<file path="config.mk">
export PLATFORM = sky130hd
export DESIGN_NAME = tce_fifo
export DESIGN_NICKNAME = d
export VERILOG_FILES = /design/src/rtl/tce_pkg.sv /design/src/rtl/tce_fifo.sv
export SDC_FILE = /design/constraint.sdc
export NUM_CORES = 1
export LEC_CHECK = 0
export BUFFER_PORTS_ARGS = -buffer_cell sky130_fd_sc_hd__clkbuf_2
export CORE_UTILIZATION = 45
export DETAILED_ROUTE_END_ITERATION = 10
export GPL_ROUTABILITY_DRIVEN = 0
export PLACE_DENSITY = 0.75
export SLEW_MARGIN = 20
export SYNTH_ARGS = -nofsm -noshare
export SYNTH_HDL_FRONTEND = slang
export SYNTH_SLANG_ARGS = --single-unit
</file>
<file path="constraint.sdc">
create_clock -name aclk -period 6.64 [get_ports aclk]
set_input_delay 0.332 -clock aclk [delete_from_list [all_inputs] [get_ports aclk]]
set_output_delay 0.332 -clock aclk [all_outputs]
set_load 0.005 [all_outputs]
</file>
<file path="src/rtl/tce_pkg.sv">
// Shared types and constants of the tactile contact estimator.
package tce_pkg;

    localparam int TAXELS = 12;
    localparam int TIW = $clog2(TAXELS);
    localparam int IW = $clog2(TAXELS + 1);
    localparam int PW = 16;
    localparam int TW = PW + IW;
    localparam int PRW = 33;
    localparam int SW = PRW + IW;
    localparam int DW = SW + 1;
    localparam int GW = 96;
    localparam int QDEPTH = 2;
    localparam int QAW = 1;
    localparam logic [15:0] NRM_ONE = 16'd16384;
    localparam logic [15:0] THR_RESET = 16'd1024;
    localparam logic CMD_GEOM = 1'b0;
    localparam logic CMD_SAMPLE = 1'b1;

    typedef struct packed {
        logic is_sample;
        logic wr;
        logic [TIW-1:0] idx;
        logic [15:0] pressure;
        logic [GW-1:0] geom;
        logic last;
    } item_t;

endpackage

</file>
<file path="src/rtl/tce_fifo.sv">
// Short item queue between the front and back sections.
module tce_fifo (
    input  logic                aclk,
    input  logic                aresetn,
    input  logic                push,
    input  tce_pkg::item_t      push_item,
    output logic                full,
    input  logic                pop,
    output tce_pkg::item_t      head,
    output logic                empty
);
    tce_pkg::item_t ent_reg [tce_pkg::QDEPTH];
    logic [tce_pkg::QAW-1:0] wp_reg;
    logic [tce_pkg::QAW-1:0] rp_reg;
    logic [tce_pkg::QAW:0] cnt_reg;

    assign full = cnt_reg == (tce_pkg::QAW+1)'(tce_pkg::QDEPTH);
    assign empty = cnt_reg == '0;
    assign head = ent_reg[rp_reg];

    always_ff @(posedge aclk) begin
        if (push) begin
            ent_reg[wp_reg] <= push_item;
        end
        if (!aresetn) begin
            wp_reg <= '0;
            rp_reg <= '0;
            cnt_reg <= '0;
        end else begin
            if (push) begin
                wp_reg <= wp_reg + 1'b1;
            end
            if (pop) begin
                rp_reg <= rp_reg + 1'b1;
            end
            if (push && !pop) begin
                cnt_reg <= cnt_reg + 1'b1;
            end else if (pop && !push) begin
                cnt_reg <= cnt_reg - 1'b1;
            end
        end
    end
endmodule

</file>
# Word level (Yosys, flattened, before mapping)
# Memory sizes are Yosys's and may differ from the RTL's. A register that Yosys moved wholly into a read port is not among the register bits.
# Index checks and enable logic that the tools add are counted.
# word_totals
regBits	4
ram_bits	238
in_bits	123
word_cells	21
memories	1
# classes
n_addsub	4
eq_ne	1
muxes	6
n_reduce_logical	6
# mem_list
memory	words	width	rd	rd_ports_with_merged_regs	wr	line	text
ent_reg	2	119	1	1	1	tce_fifo.sv:12	tce_pkg::item_t ent_reg [tce_pkg::QDEPTH];
# ops
operator	count
1-bit 2-to-1 mux	4
2-bit 2-to-1 mux	2
1-bit adder, second input constant	2
2-bit by 1-bit adder with 2-bit output, second input constant	1
2-bit == test, second input constant	1
1-bit logical AND	2
1-bit zero test	2
2-bit zero test	1
2-bit nonzero test	1
2-bit by 1-bit subtractor with 2-bit output, second input constant	1

# Longest topological paths before layout
# Gate-level depths: netlist (run 1).
# depth
word_depth	4
ltp_mapped	5
ltp_nobuf	5

# Least setup slack after synthesis (run 1)
# Ideal clock, no wire load.
# synth_path
path_type	reg-to-reg
from	reg wp_reg
to	mem ent_reg[0][0] (netlist name) (enable)
t_arrival_ps	5574
t_required_ps	6027
path_slack_ps	454
path_stages_with_launch	2
path_cell_list	dfxtp_1 nor2b_1
# synth_rtl
element	line	text
start: declaration	tce_fifo.sv:13	logic [tce_pkg::QAW-1:0] wp_reg;
start signal: assignment	tce_fifo.sv:31	wp_reg <= wp_reg + 1'b1;
end: declaration	tce_fifo.sv:12	
# No word-level cell before the write port.

==> results by group, run 1 <==
Clocking
  – Post-CTS Resized: 0
  – Worst skew pair latency: between 0.5 and 0.6 ns
  – Total CTS buffers: 25
  – CTS tree: done
  – Root Driver: clkbuf_16
  – Clock buffer depth: 3
  – Clock slew at reported path FFs: roughly 0.060 ns
  – Clock sinks: 243
  – # H-tree levels: 1

Timing
  – Slew Limit Headroom: about two fifths
  – Final period util: a little under half
  – Final Slew Violations: 0
  – Final hold vios: 0
  – Fin Clk Skew: roughly 0.011 ns
  – Setup Total Neg Slack: 0 ns
  – Fin crit period: between 3 and 4 ns
  – RSZ-0062 raised after global routing: no
  – Final setup viols: 0
  – Peak Freq: 0.323 GHz
  – Worst-Margin Slew: ~0.93 ns

Yosys
  – Post-Syn Area: slightly below 9000 um2
  – Flop and latch count out of synthesis: between 200 and 250
  – Mean Syn Cell Area: roughly 23 um2
  – Cell variety after synth: 17
  – YS warnings: 0
  – Sequential fraction of the synthesis area: ~82%
  – Syn Inst Count: approximately 400
  – Post-synthesis net count: slightly above 500

Drt
  – Pre-antenna DRT Iters: 4
  – First DRT Iteration DRCs: between 150 and 200
  – Drt drc: 0
  – Vias/cell: around 4.8
  – Via count: 4722
  – Total wire length: about 17 mm
  – DR WL/cell: 17.2 um
  – Final ANT Viol Nets: 0

Final layout
  – Core Util, Final: about three fifths
  – Max FFs per register: about 240
  – Most frequent cells in the layout: clkbuf_2 (243), edfxtp_1 (238), mux2_2 (119)
  – Commonest non-fill, non-tap cell in the layout: clkbuf_2
  – ANT cells: 0
  – Synth-to-Final Area Change: 32.1%
  – Share of cells above drive strength 1: a little under three fifths
  – Nets: roughly 840

Setup path
  – CP Max Fanout: 67
  – Critical path class: reg2out
  – Worst endpoint required time: approximately 6.3 ns
  – CP Cell Sequence: buf_4 > mux2_2 > clkbuf_2
  – Largest delay share family, worst path: buffers and inverters
  – Buf/Inv on CP: 2
  – Slowest CP cell: dfxtp_4
  – WP data arrival: around 2.8 ns
  – Nature of the critical path startpoint: register
  – CP endpoint kind: primary output
  – Max stage delay on crit path: approximately 0.80 ns

Global route
  – Total global routing track utilization: about 17%
  – Vias in the first global route: 5230
  – Largest net degree at the start of global routing: 92
  – Global-route wire length before repair: 25.8 mm
  – Initial antenna violation count: 0
  – GRT Residual Overflow: 0

Power and ir drop
  – Cell area power density: slightly below 300 nW/um2
  – Overall Power: 3.48 mW
  – VDD IR-drop max: approximately 0.00021 V
  – Leakage: ~4.5 nW

Placed design
  – HPWL Detailed: about 11 mm
  – Port bufs: 243

Floorplan
  – IO Count: around 240
  – Die area: 20200 um2
  – Placement Rows: 50
  – Initial Utilization: between 40% and 50%
  – Core area: 19000 um2
  – Die height: between 100 and 150 um
  – Die X: ~140 um

Job
  – MaxCap Viol Count: 0

Outcome
  – Status: finished, final reports clean

Worst hold path
  – Worst hold-check path type: in2reg
==> layout make-up <==
class,instances,area (um2)
Fill cell,1360,7330
Sequential cell,243,7250
Timing Repair Buffer,306,1850
Multi-Input combinational cell,135,1470
Clock buffer,33,656
Tap cell,260,325
Clock inverter,13,139
Inverter,1,3.75
==> layer usage <==
layer  GRT usage (%)  part of all wire, %
met5               0                    0
met4            4.30                  1.9
met3            4.71                  8.1
met2            30.6                   52
met1            18.5                   38
==> report_power, final <==
group / leakage [nW] / switching (mW) / internal [mW]
registers: 2.28 / 0.0304 / 1.77
logic: 1.79 / 0.148 / 0.180
clock network: 0.390 / 0.535 / 0.810
total: 4.45 / 0.713 / 2.76
==> through the flow <==
step / cells / cell area, um2 / hold WS, ns / worst slack [ns]
6_report: 991 / 11700 / 0.0226 / 3.54
2_1_floorplan: 392 / 8850 / 0.431 / 0.454
5_1_grt: 991 / 11700 / 0.000235 / 3.38
3_3_place_gp: 885 / 10300 / 0.476 / 4.11
3_5_place_dp: 885 / 10300 / 0.497 / 4.09
4_1_cts: 983 / 11600 / 0.000204 / 3.51
==> logic make-up after synthesis <==
logic type	share of synthesized area (%)
buffers and inverters	1.65
AO/OA/AOI/OAI	0.226
multiplexers	15.1
AND/OR/NAND/NOR	0.636
flip-flops	81.9
adder cells (fa/ha/maj)	0.141
XOR/XNOR	0.297
==> worst reg2reg max path: cells and delay by family, from the launching register on <==
kind                   cells  cell delay, ns
buffers and inverters      1            0.86
DFF                        1            0.39
and+or+nand+nor            1            0.64
==> cells in the mapped netlist, drive strengths merged <==
library cell	instances	area, um2
nor2	1	3.75
a21boi	1	7.51
inv	1	3.75
xnor2	1	8.76
xor2	2	17.5
ha	1	12.5
buf	13	143
o21a	1	7.51
and2	4	25.0
nor2b	2	12.5
or3	1	6.26
dfxtp	5	100
mux2	119	1340
and2b	1	8.76
edfxtp	238	7150
o21ai	1	5.00
==> final timing paths <==
check / from / end / slack, ns / cells after the start
setup / recovery: register / head[79] / 3.54 / 3
hold / removal: push_item[92] / ent_reg[0][92] / 0.02 / 1
setup reg to reg: wp_reg / ent_reg[1][17] / 4.30 / 2
hold reg to reg: cnt_reg[1] / cnt_reg[1] / 0.56 / 2
==> timing repair <==
action	in CTS	in global routing
endpoints found under the hold margin	100	14
endpoints found under the setup margin	0	0
buffers inserted	0	0
hold buffers	52	8
Note: power is estimated with default switching activity, not from simulation.
==> run 2, diff against run 1 <==
- ABC_AREA: unset -> 1
- clock period: 6.64 -> 2.69 ns (I/O delays scaled with it)
==> run 2 against run 1 <==
- worst setup slack worse by 3.1 ns
- cell area is 5.4% higher
- die area up 0.44%
- clock power is 130% higher
- highest routed layer is now met5
- total power increased by 140%
- critical path type unchanged
- cell count grew 8.5%
- sequential share of layout area fell by 3.2 points
- global-route usage is 1.6 points higher
- non-clock buffer count is 67 higher
- first-iteration DRC count up 41%
- worst hold slack better by 0.068 ns
- largest power group unchanged
- register-to-register slack worse by 3.4 ns
==> results by group, run 2 <==
Clocking
  – Post-CTS Setup Inserts: 0
  – Worst skew pair latency: ~0.5 ns
  – CTS tree: done
  – # H-tree levels: 1
  – Post-CTS Hold Buffers: between 100 and 150
  – Post-CTS Resized: 0
  – Clock buffer depth: 3
  – Clock sinks: approximately 240
  – Root Driver: clkbuf_16
  – Clock slew at reported path FFs: 0.06 ns
  – Total CTS buffers: 25

Yosys
  – Main synth FF type: edfxtp_1
  – Post-Syn Area: a little under 9000 um2
  – Flop and latch count out of synthesis: about 240
  – Most numerous cell in the Yosys netlist: edfxtp_1
  – Sequential fraction of the synthesis area: around four fifths
  – Post-synthesis net count: 529
  – YS warnings: 0
  – Cell variety after synth: 13
  – Post-synth EDFFs: around 240
  – Top cells by area, synth: edfxtp_1 (80%), mux2_2 (15%), clkbuf_8 (1.7%), dfxtp_1 (1.1%), nor2_1 (0.38%)
  – Post-synth ARST share: 0%
  – Syn Inst Count: ~410
  – Mean Syn Cell Area: between 20 and 25 um2
  – Top-area cell type share of the netlist area: about four fifths
  – Top post-synthesis cells by count: edfxtp_1 (238), mux2_2 (119), clkbuf_8 (11), nor2_1 (9)
  – Leading area contributor after synthesis: edfxtp_1

Final layout
  – Post-Layout Inst Area: around 12000 um2
  – Multi-input logic area: 1450 um2
  – Core Util, Final: between 60% and 70%
  – Nets: 916
  – Synth-to-Final Area Change: 38.7%
  – Share of cells above drive strength 1: between 50% and 60%
  – Commonest non-fill, non-tap cell in the layout: clkbuf_2
  – Number of fill cells: between 1000 and 1500
  – Most frequent cells in the layout: clkbuf_2 (243), edfxtp_1 (238), dlygate4sd3_1 (123)
  – Reg area: a little over 7000 um2
  – Max FFs per register: about 240

Global route
  – Initial antenna violation count: 2
  – Vias in the first global route: roughly 5600
  – Total global routing track utilization: a little under a fifth
  – GRT Residual Overflow: 0
  – Global-route wire length before repair: between 20 and 30 mm
  – Largest net degree at the start of global routing: 65

Setup path
  – Reg2Reg Depth: 5
  – Nature of the critical path startpoint: register
  – WP data arrival: between 2 and 2.5 ns
  – Max stage delay on crit path: approximately 0.67 ns
  – Reg2Reg Launch Point: wp_reg
  – CP endpoint kind: primary output
  – Slowest CP cell: dfxtp_4
  – Critical path class: reg2out
  – Buf/Inv on CP: 2
  – Stages on worst setup path: 3
  – Critical path capture point: head[85]
  – Largest delay share family, worst path: flip-flops
  – CP Max Fanout: 58
  – FF-to-FF End: wp_reg
  – Worst endpoint required time: ~2.6 ns
  – CP Cell Sequence: buf_12 > mux2_2 > clkbuf_2
  – Reg-to-reg slack, setup: ~0.87 ns

Timing
  – Fin crit period: ~2.2 ns
  – RSZ-0062 raised after global routing: no
  – Worst-Margin Slew: 0.838 ns
  – WHS: 0.0911 ns
  – Peak Freq: approximately 0.45 GHz
  – Final setup viols: 0
  – Fin Clk Skew: between 0.01 and 0.015 ns
  – Slew Limit Headroom: roughly 44%
  – Final Slew Violations: 0
  – Final period util: a little over 80%
  – Final WS setup: about 0.47 ns
  – Setup Total Neg Slack: 0 ns
  – Final hold vios: 0

Floorplan
  – Core area: a little under 20000 um2
  – Die height: 143 um
  – IO Count: 244
  – Initial Utilization: a little under half
  – Die area: ~20000 um2
  – Placement Rows: slightly above 50
  – Die X: 143 um

Placed design
  – Dpl cell area: a little over 10000 um2
  – Port bufs: between 200 and 250
  – Setup WS pre-CTS: approximately 1 ns
  – HPWL Detailed: roughly 11 mm

Drt
  – Final ANT Viol Nets: 0
  – DR WL/cell: approximately 17 um
  – Pre-antenna DRT Iters: 4
  – Drt drc: 0
  – Vias/cell: ~4.8
  – Total wire length: ~19 mm
  – First DRT Iteration DRCs: 229
  – Via count: between 5000 and 6000

Worst hold path
  – Worst hold-check path type: in2reg
  – Hold wc startpoint: push

Power and ir drop
  – VDD IR-drop max: 0.000669 V
  – Leakage: 4.74 nW
  – Cell area power density: 682 nW/um2

Outcome
  – Status: finished, final reports clean

Job
  – MaxCap Viol Count: 0
-- run 2: final cells by class --
class	instances	area share (%)
multi-input combinational	141	11.7
clock buffer	27	5.14
timing repair buffer	373	20.5
antenna	1	0.0203
inverter	8	0.274
sequential	243	58.8
clock inverter	17	0.843
tap	265	2.69
-- run 2: stage by stage --
step | total power, mW | instances
2_1_floorplan | 4.87 | 405
5_1_grt | 8.72 | 1074
3_3_place_gp | 5.18 | 907
6_report | 8.41 | 1075
3_5_place_dp | 5.21 | 907
4_1_cts | 8.49 | 1074
-- run 2: worst min path at each step --
stage | to | slack [ns] | depth (start not counted)
2_1_floorplan | ent_reg[0][0] | 0.23 | 0
3_3_place_gp | ent_reg[0][91] | 0.32 | 1
3_5_place_dp | ent_reg[1][9] | 0.33 | 1
4_1_cts | cnt_reg[0] | 0.02 | 3
5_1_grt | cnt_reg[0] | 0.07 | 3
6_report | cnt_reg[0] | 0.09 | 3
-- run 2: cell families (layout without fill, tap and decap cells) --
kind of cell,after synthesis,after routing,synth area share (%)
flops,243,243,81.5
mux,119,119,15.1
buf+inv,21,425,2.29
simple gates,19,19,0.845
compound gates,2,2,0.113
fa+ha+maj,1,1,0.141
other cells,0,1,0
-- run 2: worst register-to-register path, cell delays in order (launching register included) --
cell           delay, ns
dfxtp_1             0.39
nand2_1             0.12
nand2_1             0.08
dlygate4sd3_1       0.55
nor2_1              0.04
dlygate4sd3_1       0.54
-- run 2: power breakdown --
| part | internal, mW | switching, mW | total (mW) | leakage (nW) |
|---|---|---|---|---|
| Combinational | 0.461 | 0.377 | 0.838 | 2.10 |
| Sequential | 4.39 | 0.0659 | 4.45 | 2.28 |
| Clock | 1.78 | 1.34 | 3.12 | 0.369 |
-- run 2: routing by layer --
layer	wire length (um)	GRT usage, %	part of all wire [%]
met5	13	0	0.070
met4	447	5.94	2.4
met3	1320	4.48	7.1
met2	9740	32.6	52
met1	7150	21.0	38
==> run 3, diff against run 2 <==
- clock period: 2.69 -> 1.8 ns (I/O delays scaled with it)
==> run 3 against run 2 <==
- cell count rose by 1.7%
- count of clock-buffer cells in the layout increased by 4
- largest power group unchanged
- die area is the same
- non-clock buffer count grew 15
- cell area up 4.0%
- critical endpoint is now head[46]
==> results by group, run 3 (synthesized netlist as in run 2, its figures left out) <==
Floorplan
  – Die X: between 100 and 150 um
  – Core area: between 15000 and 20000 um2
  – Placement Rows: approximately 50
  – Initial Utilization: 45.8%
  – Die height: between 100 and 150 um
  – Die area: roughly 20000 um2
  – IO Count: 244

Setup path
  – Largest delay share family, worst path: buffers and inverters
  – Reg-to-reg slack, setup: between 0.5 and 0.6 ns
  – Critical path class: reg2out
  – CP endpoint kind: primary output
  – WP data arrival: 1.69 ns
  – Slowest CP cell: dfxtp_4
  – Worst endpoint required time: 1.71 ns
  – Buf/Inv on CP: 3
  – FF-to-FF End: ent_reg[1][77]
  – CP Cell Sequence: buf_12 > clkbuf_16 > mux2_2 > clkbuf_2
  – CP Max Fanout: 8
  – Reg2Reg Launch Point: wp_reg
  – Max stage delay on crit path: roughly 0.38 ns
  – Nature of the critical path startpoint: register
  – Stages on worst setup path: 4
  – Reg2Reg Depth: 3

Timing
  – Fin Clk Skew: 0.0122 ns
  – Peak Freq: 0.561 GHz
  – RSZ-0062 raised after global routing: yes
  – Final Slew Violations: 0
  – Slew Limit Headroom: about three quarters
  – Final setup viols: 0
  – Fin crit period: roughly 1.8 ns
  – Final hold vios: 0
  – Final period util: 99.0%
  – Worst-Margin Slew: 0.393 ns

Clocking
  – Worst skew pair latency: 0.50 ns
  – Clock slew at reported path FFs: 0.06 ns
  – Clock buffer depth: 3
  – # H-tree levels: 1
  – Clock sinks: around 240
  – Total CTS buffers: 25
  – Root Driver: clkbuf_16
  – CTS tree: done

Final layout
  – Nets: between 900 and 1000
  – Most frequent cells in the layout: clkbuf_2 (239), edfxtp_1 (238), dlygate4sd3_1 (124)
  – Post-Layout Inst Area: about 13000 um2
  – Core Util, Final: roughly two thirds
  – Number of fill cells: around 1300
  – Commonest non-fill, non-tap cell in the layout: clkbuf_2
  – Reg area: roughly 7300 um2
  – Multi-input logic area: between 1500 and 2000 um2
  – Synth-to-Final Area Change: 44.2%
  – Max FFs per register: roughly 240
  – Share of cells above drive strength 1: between 50% and 60%

Drt
  – DR WL/cell: 18.8 um
  – Total wire length: ~20 mm
  – Final ANT Viol Nets: 0
  – Pre-antenna DRT Iters: 4
  – Via count: 5217
  – Drt drc: 0
  – Vias/cell: roughly 4.8
  – First DRT Iteration DRCs: ~260

Power and ir drop
  – Overall Power: 12.8 mW
  – Clock Power Share: between 30% and 40%
  – Leakage: 4.99 nW
  – Comb pwr share: 11.5%
  – VDD IR-drop max: approximately 0.00090 V
  – Sw Share: 21.4%
  – Total internal power: roughly 10 mW
  – Cell area power density: ~1000 nW/um2
  – Register share of total power: 51.7%
  – Sw power: approximately 2.8 mW

Placed design
  – HPWL Detailed: 10.7 mm
  – Dpl cell area: about 10000 um2
  – Port bufs: between 200 and 250

Worst hold path
  – Hold wc startpoint: push_item[108]
  – Hold endpoint: ent_reg[0][108]
  – WHS Path Cells: 2
  – Worst hold-check path type: in2reg

Outcome
  – Status: finished, final reports clean

Global route
  – Total global routing track utilization: ~18%
  – Global-route wire length before repair: about 29 mm
  – GRT Residual Overflow: 0
  – Largest net degree at the start of global routing: 67
  – Vias in the first global route: 5658
  – Initial antenna violation count: 2

Job
  – MaxCap Viol Count: 0
run 3: cell count changes in the layout (fill, tap and decap cells not counted), sizes merged:
cell | previous run | this run
clkbuf | 270 | 276
clkinv | 15 | 13
diode | 1 | 3
inv | 8 | 7
buf | 7 | 19
dlygate4sd3 | 123 | 124
run 3: timing repair:
item,4_1_cts,5_1_grt
pin swaps,0,1
hold buffers,125,0
endpoints found under the setup margin,111,82
gates resized for setup,1,34
hold endpoints to repair,243,0
setup buffers,1,3
gates cloned,1,10
run 3: worst max path at each step:
| stage | startpoint | to |
|---|---|---|
| 2_1_floorplan | wp_reg | ent_reg[1][0] |
| 3_3_place_gp | register | head[55] |
| 3_5_place_dp | register | head[55] |
| 4_1_cts | register | head[31] |
| 5_1_grt | register | head[117] |
| 6_report | register | head[46] |
run 3: per-layer routing:
metal  GRT usage [%]  vias to the layer above  part of all wire, %
li1                -                     2395                    -
met2            33.9                      216                   53
met4            7.13                        0                  3.1
met1            20.4                     2554                   38
met5               0                        -                    0
met3            3.97                       52                  6.3
run 3: layout make-up:
type	count	share of cell area, %
Antenna cell	3	0.0586
Clock buffer	31	5.06
Clock inverter	14	0.801
Inverter	8	0.264
Multi-Input combinational cell	141	12.0
Sequential cell	243	56.6
Tap cell	265	2.59
Timing Repair Buffer	388	22.7
run 3: power by group through the flow:
stage	sequential (mW)	clock (mW)	combinational [mW]
after floorplan	6.73	0	0.555
after global placement	6.73	0	1.02
after detailed placement	6.75	0	1.05
after CTS	6.63	4.81	1.31
after global routing	6.65	5.07	1.58
final	6.63	4.73	1.48
run 3: per-stage QoR:
step                setup TNS, ns  std cells  hold WS, ns  setup slack [ns]
finish                          0       1093        0.315            0.0180
global route               -0.610       1092        0.311           -0.0338
CTS                         -2.86       1078        0.295           -0.0701
detailed placement              0        906        0.284             0.403
global placement                0        906        0.279             0.430
floorplan                 -171.50        405        0.189            -0.750
run 3: worst reg2reg max path, stage by stage, from the launching register on:
cell,delay (ns)
dfxtp_2,0.37
nand2_2,0.09
clkinvlp_4,0.12
buf_12,0.30
